$ cat config.mk
export PLATFORM = sky130hd
export DESIGN_NAME = swk_cordic
export DESIGN_NICKNAME = d
export VERILOG_FILES = /design/src/hw/rtl/swk_pkg.sv /design/src/hw/rtl/swk_cordic.sv
export SDC_FILE = /design/constraint.sdc
export NUM_CORES = 2
export LEC_CHECK = 0
export BUFFER_PORTS_ARGS = -buffer_cell sky130_fd_sc_hd__buf_2
export CORE_ASPECT_RATIO = 0.7
export CORE_MARGIN = 2
export CORE_UTILIZATION = 35
export CTS_BUF_LIST = sky130_fd_sc_hd__clkbuf_8
export CTS_CLUSTER_SIZE = 12
export DETAILED_ROUTE_END_ITERATION = 8
export PLACE_DENSITY = 0.49
export SETUP_SLACK_MARGIN = 0.2
export SKIP_CTS_REPAIR_TIMING = 1
export SLEW_MARGIN = 40
export SYNTH_ARGS = -nofsm -noshare
export SYNTH_HDL_FRONTEND = slang
export SYNTH_SLANG_ARGS = --single-unit
$ cat constraint.sdc
create_clock -name clock -period 16.8 [get_ports clock]
set_clock_uncertainty 0.2 [all_clocks]
set_input_delay 1.68 -clock clock [delete_from_list [all_inputs] [get_ports clock]]
set_output_delay 1.68 -clock clock [all_outputs]
set_load 0.01 [all_outputs]
$ cat src/hw/rtl/swk_pkg.sv
// Package: shared types, constants and the arctangent table for the swerve kinematics block.
`default_nettype none
package swk_pkg;
   localparam int CORDIC_STEPS = 16;
   localparam int WHEEL_COUNT  = 4;
   localparam int XW = 37;
   localparam int ZW = 33;
   localparam logic [31:0] PI_Q29 = 32'd1686629713;
   localparam logic [29:0] INV_GAIN_Q30 = 30'd652032874;

   localparam logic [2:0] REG_HALF_WHEEL_BASE = 3'd0;
   localparam logic [2:0] REG_HALF_TRACK      = 3'd1;
   localparam logic [2:0] REG_INV_RADIUS      = 3'd2;
   localparam logic [2:0] REG_MAX_SPEED       = 3'd3;
   localparam logic [2:0] REG_MAX_ANGLE       = 3'd4;
   localparam logic [2:0] REG_TIMEOUT         = 3'd5;

   typedef struct packed {
      logic [14:0] max_angle;
      logic [15:0] inv_radius;
      logic [15:0] max_speed;
   } cordic_cfg_type;

   typedef struct packed {
      logic signed [15:0] angle;
      logic [15:0]        speed;
   } wheel_res_type;

   function automatic logic [29:0] atan_q29(input logic [4:0] i);
      logic [29:0] r;
      case (i)
         5'd0:  r = 30'd421657428;
         5'd1:  r = 30'd248918915;
         5'd2:  r = 30'd131521918;
         5'd3:  r = 30'd66762579;
         5'd4:  r = 30'd33510843;
         5'd5:  r = 30'd16771758;
         5'd6:  r = 30'd8387925;
         5'd7:  r = 30'd4194219;
         5'd8:  r = 30'd2097141;
         5'd9:  r = 30'd1048575;
         5'd10: r = 30'd524288;
         5'd11: r = 30'd262144;
         5'd12: r = 30'd131072;
         5'd13: r = 30'd65536;
         5'd14: r = 30'd32768;
         5'd15: r = 30'd16384;
         5'd16: r = 30'd8192;
         5'd17: r = 30'd4096;
         5'd18: r = 30'd2048;
         5'd19: r = 30'd1024;
         5'd20: r = 30'd512;
         5'd21: r = 30'd256;
         5'd22: r = 30'd128;
         5'd23: r = 30'd64;
         default: r = 30'd0;
      endcase
      return r;
   endfunction
endpackage
`default_nettype wire

$ cat src/hw/rtl/swk_cordic.sv
// Shared CORDIC unit: one vectoring step per cycle, then speed scaling and clamps.
`default_nettype none
module swk_cordic #(
   parameter int STEPS = swk_pkg::CORDIC_STEPS
) (
   input  wire logic                          clock,
   input  wire logic                          reset,
   input  wire logic                          start,
   input  wire logic signed [swk_pkg::XW-1:0] x_start,
   input  wire logic signed [swk_pkg::XW-1:0] y_start,
   input  wire swk_pkg::cordic_cfg_type       cfg,
   output logic                               done,
   output swk_pkg::wheel_res_type             result
);
   localparam int XW = swk_pkg::XW;
   localparam int ZW = swk_pkg::ZW;
   localparam int CW = $clog2(STEPS + 1);

   typedef enum logic [2:0] {C_IDLE, C_ITER, C_MLO, C_MHI, C_MR} cstate_type;

   cstate_type             state_ff;
   logic signed [XW-1:0]   x_ff, y_ff;
   logic signed [ZW-1:0]   z_ff;
   logic [CW-1:0]          cnt_ff;
   logic [65:0]            acc_ff;
   logic                   done_ff;
   swk_pkg::wheel_res_type res_ff;

   logic signed [XW-1:0] xs, ys;
   logic signed [ZW-1:0] at;
   logic [46:0]          plo;
   logic [48:0]          phi;
   logic [35:0]          mag;
   logic [51:0]          prod;
   logic [51:0]          rnd;
   logic [23:0]          spd;
   logic signed [ZW-1:0] zr;
   logic signed [16:0]   ang, lim;

   assign xs   = x_ff >>> cnt_ff;
   assign ys   = y_ff >>> cnt_ff;
   assign at   = ZW'(swk_pkg::atan_q29(5'(cnt_ff)));
   assign plo  = 47'(x_ff[16:0]) * 47'(swk_pkg::INV_GAIN_Q30);
   assign phi  = 49'(x_ff[35:17]) * 49'(swk_pkg::INV_GAIN_Q30);
   assign mag  = acc_ff[65:30];
   assign prod = 52'(mag) * 52'(cfg.inv_radius);
   assign rnd  = prod + 52'd134217728;
   assign spd  = rnd[51:28];
   assign zr   = z_ff + ZW'(32768);
   assign ang  = zr[32:16];
   assign lim  = {2'b00, cfg.max_angle};

   always_ff @(posedge clock) begin
      done_ff <= 1'b0;
      if (reset) begin
         state_ff <= C_IDLE;
         cnt_ff   <= '0;
      end else begin
         case (state_ff)
            C_IDLE: begin
               if (start) begin
                  cnt_ff <= '0;
                  if (x_start == '0 && y_start == '0) begin
                     res_ff  <= '0;
                     done_ff <= 1'b1;
                  end else begin
                     state_ff <= C_ITER;
                     if (x_start < 0) begin
                        x_ff <= -x_start;
                        y_ff <= -y_start;
                        z_ff <= (y_start >= 0) ? ZW'(swk_pkg::PI_Q29)
                                               : -ZW'(swk_pkg::PI_Q29);
                     end else begin
                        x_ff <= x_start;
                        y_ff <= y_start;
                        z_ff <= '0;
                     end
                  end
               end
            end
            C_ITER: begin
               if (y_ff >= 0) begin
                  x_ff <= x_ff + ys;
                  y_ff <= y_ff - xs;
                  z_ff <= z_ff + at;
               end else begin
                  x_ff <= x_ff - ys;
                  y_ff <= y_ff + xs;
                  z_ff <= z_ff - at;
               end
               cnt_ff <= cnt_ff + 1'b1;
               if (cnt_ff == CW'(STEPS - 1)) begin
                  state_ff <= C_MLO;
               end
            end
            C_MLO: begin
               acc_ff   <= 66'(plo);
               state_ff <= C_MHI;
            end
            C_MHI: begin
               acc_ff   <= acc_ff + {phi, 17'b0};
               state_ff <= C_MR;
            end
            C_MR: begin
               res_ff.speed <= (spd > 24'(cfg.max_speed)) ? cfg.max_speed : spd[15:0];
               if (ang > lim) begin
                  res_ff.angle <= lim[15:0];
               end else if (ang < -lim) begin
                  res_ff.angle <= 16'(-lim);
               end else begin
                  res_ff.angle <= ang[15:0];
               end
               done_ff  <= 1'b1;
               state_ff <= C_IDLE;
            end
            default: state_ff <= C_IDLE;
         endcase
      end
   end

   assign done   = done_ff;
   assign result = res_ff;

   a_start_idle: assert property (@(posedge clock) disable iff (reset)
      start |-> state_ff == C_IDLE) else $error("start while busy");
   a_x_pos: assert property (@(posedge clock) disable iff (reset)
      state_ff == C_MLO |-> !x_ff[XW-1]) else $error("negative magnitude");
   a_done_pulse: assert property (@(posedge clock) disable iff (reset)
      done |=> !done) else $error("done held");
endmodule
`default_nettype wire

==> key figures <==
Run status
  • Status: complete, no violations

Timing
  • # setup viols final: 0
  • Worst-Margin Slew: 946 ps
  • Fmax: 88.1 MHz
  • Final min period: 11,350 ps
  • Unrepaired setup endpoints after global routing: no
  • Setup TNS Final: 0 ps
  • Slew Limit Headroom: 0.364
  • Crit share post-route: 0.676
  • Max Transition Viols Final: 0
  • Final hold violation count: 0

Worst setup path
  • Crit path DAT: 11,560 ps
  • Critical path startpoint: cfg[28]
  • Critical path startpoint category: input pin
  • Worst r2r path cells: 32
  • Cell count along the critical path: 32
  • Worst Setup End Kind: flop
  • Critical Path RT: 17,000 ps
  • Crit path max-delay family: adder cells
  • CP max FO: 36
  • CP max stage delay: 640 ps
  • FF-to-FF setup slack: 6330 ps
  • Worst Path Buf+Inv: 6
  • CP max-delay cell: o41ai_1
  • Worst R2R Start: acc_ff[42]
  • Crit Path Class: in2reg

Clock network
  • Cts bufs inserted: 43
  • H-tree depth: 2
  • TritonCTS clock tree: yes
  • Clock sinks: 225
  • Clk slew on worst S/H paths: 60 ps
  • Maximum clock path buffer count: 3
  • Clk_lat worst skew: 770 ps
  • Root Driver: clkbuf_8

Job
  • MaxCap Viol Count: 0

Detailed routing
  • # DRC: 0
  • Via/cell ratio: 5.35
  • DRT iter0 DRCs: 4,398
  • Avg WL per Cell: 21.8 um
  • Post-route ant nets: 0
  • Via count: 50,900
  • DRT Wirelength: 207,000 um
  • DR pass1 iterations: 5

Placed design
  • GPL Wtd Cong: 0.957
  • Placed Cells: 9,427
  • DP Wirelength: 169,000 um
  • Number of port buffers: 156

Synth
  • Syn Inst Count: 7,076
  • Register bit total from synthesis: 225
  • Mapped cell area: 62,700 sq um
  • Post-synth EDFFs: 187
  • Post-Synth XOR/XNOR Area: 0.0544
  • Mux share of post-synthesis cell area: 0.0508
  • Compound-Gate Fraction of Synth Area: 0.132
  • Synth Net Count: 8,798
  • Syn avg cell area: 8.86 sq um
  • Post-synth top flop: edfxtp_1
  • YS warnings: 0
  • Largest family of logic cells by synthesized area: adder cells
  • Adder-Cell Fraction of Synth Area: 0.427
  • Yosys cell types: 94
  • Post-synthesis sequential area ratio: 0.102
  • Simple-gate share of the synthesized area: 0.138
  • FFs w/ async S/R, synth: 0

Global route
  • Vias in the first global route: 50,600
  • Initial antenna violation count: 9
  • Total global-route track usage: 0.226
  • Grt total ovfl: 0
  • Largest net degree at the start of global routing: 85
  • First-pass GRT wire length: 317,000 um

Floorplan
  • FP Rows: 129
  • Ports: 157
  • Die Ht: 358 um
  • Die footprint: 183,000 sq um
  • Die Span X: 510 um
  • Placeable Area: 177,000 sq um
  • Initial Util: 0.354

Finish
  • Final non-filler cell total: 9,512
  • Total Nets Final: 8,842
  • P&R area growth vs syn: 7.22%
  • Share of cells above drive strength 1: 0.0745

Min path
  • Worst hold path type: reg2reg
  • Min-delay src: state_ff[2]
  • Hold path cells: 1
## cell usage after synthesis (17+ instances only)
cell type	count	share of area
inv_1	1295	0.077
fa_1	903	0.29
nand2_1	715	0.043
ha_1	695	0.14
o21ai_0	354	0.028
a21oi_1	330	0.026
nor2_1	306	0.018
xnor2_1	255	0.036
and2_1	239	0.024
clkbuf_1	199	0.012
edfxtp_1	187	0.090
a21o_1	136	0.016
xor2_1	132	0.018
nand3_1	112	0.0089
mux4_2	95	0.034
nor3_1	79	0.0063
mux2i_1	67	0.011
o31ai_1	58	0.0069
or3_1	58	0.0058
nand2b_1	53	0.0053
nand4_1	53	0.0053
o21a_1	51	0.0061
nor2b_1	43	0.0043
a211oi_1	41	0.0049
o211ai_1	39	0.0047
dfxtp_1	38	0.012
o21bai_1	35	0.0042
a31oi_1	34	0.0034
and3_1	33	0.0033
mux2_2	31	0.0056
or4_1	29	0.0035
buf_2	25	0.0020
or2_2	25	0.0025
o22ai_1	24	0.0024
o41ai_1	19	0.0027
buf_1	18	0.0011
a21boi_0	17	0.0020
## registers in the layout, indices dropped and copies added, names as in the netlist, 3 cells and up
| register | count |
|---|---|
| acc_ff | 48 |
| at | 29 |
| cnt_ff | 5 |
| result | 32 |
| state_ff | 3 |
| x_ff | 37 |
| y_ff | 37 |
| z_ff | 33 |
## cells by family after synthesis
group | Yosys count
mux | 195
simple gates | 1806
xor+xnor | 388
fa+ha+maj | 1598
compound gates | 1305
flops | 225
buf+inv | 1559
## per-stage QoR
stage / area [sq um] / setup slack, ps / utilization / hold slack (ps)
finish: 67300 / 5450 / 0.379 / 419
global route: 67300 / 4810 / 0.379 / 470
CTS: 67100 / 5190 / 0.378 / 409
detailed placement: 66200 / 4460 / 0.373 / 400
global placement: 66000 / 4140 / 0.372 / 394
floorplan: 62700 / 2050 / - / 309
## final timing paths
kind	to
hold / removal	state_ff[1]
hold reg to reg	state_ff[1]
setup / recovery	result[8]
setup reg to reg	result[8]
## area by class of cell
cell class              instances  area (sq um)
inverters                    1296          4860
clock buffers                  45           619
clock inverters                32           318
repair buffers                262          1690
fillers                     18000        110000
flip-flops and latches        225          6390
well taps                    2358          2950
diodes                          2          5.00
multi-input cells            5292         50400
## layer usage
metal	track usage	vias to the layer above	share of wire	routed length [um]
li1	-	23600	-	-
met1	0.355	25300	0.50	105000
met2	0.301	1766	0.38	78600
met3	0.0754	164	0.10	21400
met4	0.0296	4	0.013	2610
met5	0	-	0.00012	25
## cells in the final DEF (no fill, tap or decap), types with 19 or more instances in the layout
cell / instances
nor3_1: 77
nor2b_1: 43
or3_1: 58
ha_1: 695
o31ai_1: 58
xor2_1: 132
xnor2_1: 255
nand2_1: 714
inv_1: 1304
o22ai_1: 24
a211oi_1: 40
and3_1: 33
mux2_2: 31
a31oi_1: 33
o211ai_1: 39
and2_1: 236
or2_2: 25
nand4_1: 53
a21o_1: 136
nand2b_1: 53
o21a_1: 51
edfxtp_1: 187
nor2_1: 303
nand3_1: 111
buf_4: 87
fa_1: 903
dfxtp_1: 33
or4_1: 29
mux4_2: 95
buf_2: 156
o41ai_1: 19
clkbuf_8: 45
a21oi_1: 328
o21bai_1: 35
mux2i_1: 66
o21ai_0: 353
## worst register-to-register path: cells and delay by family (launching register included)
kind,cells,cell delay (ps)
DFF,1,650
xor gates and xnor gates,1,230
muxes,1,140
and+or+nand+nor,3,490
adders and majority gates,8,3790
buffers and inverters,6,860
AOI/OAI and AO/OA,13,3850
Power is not shown: default switching activity piles up to over one toggle a cycle in this logic, so the estimate is an artifact.
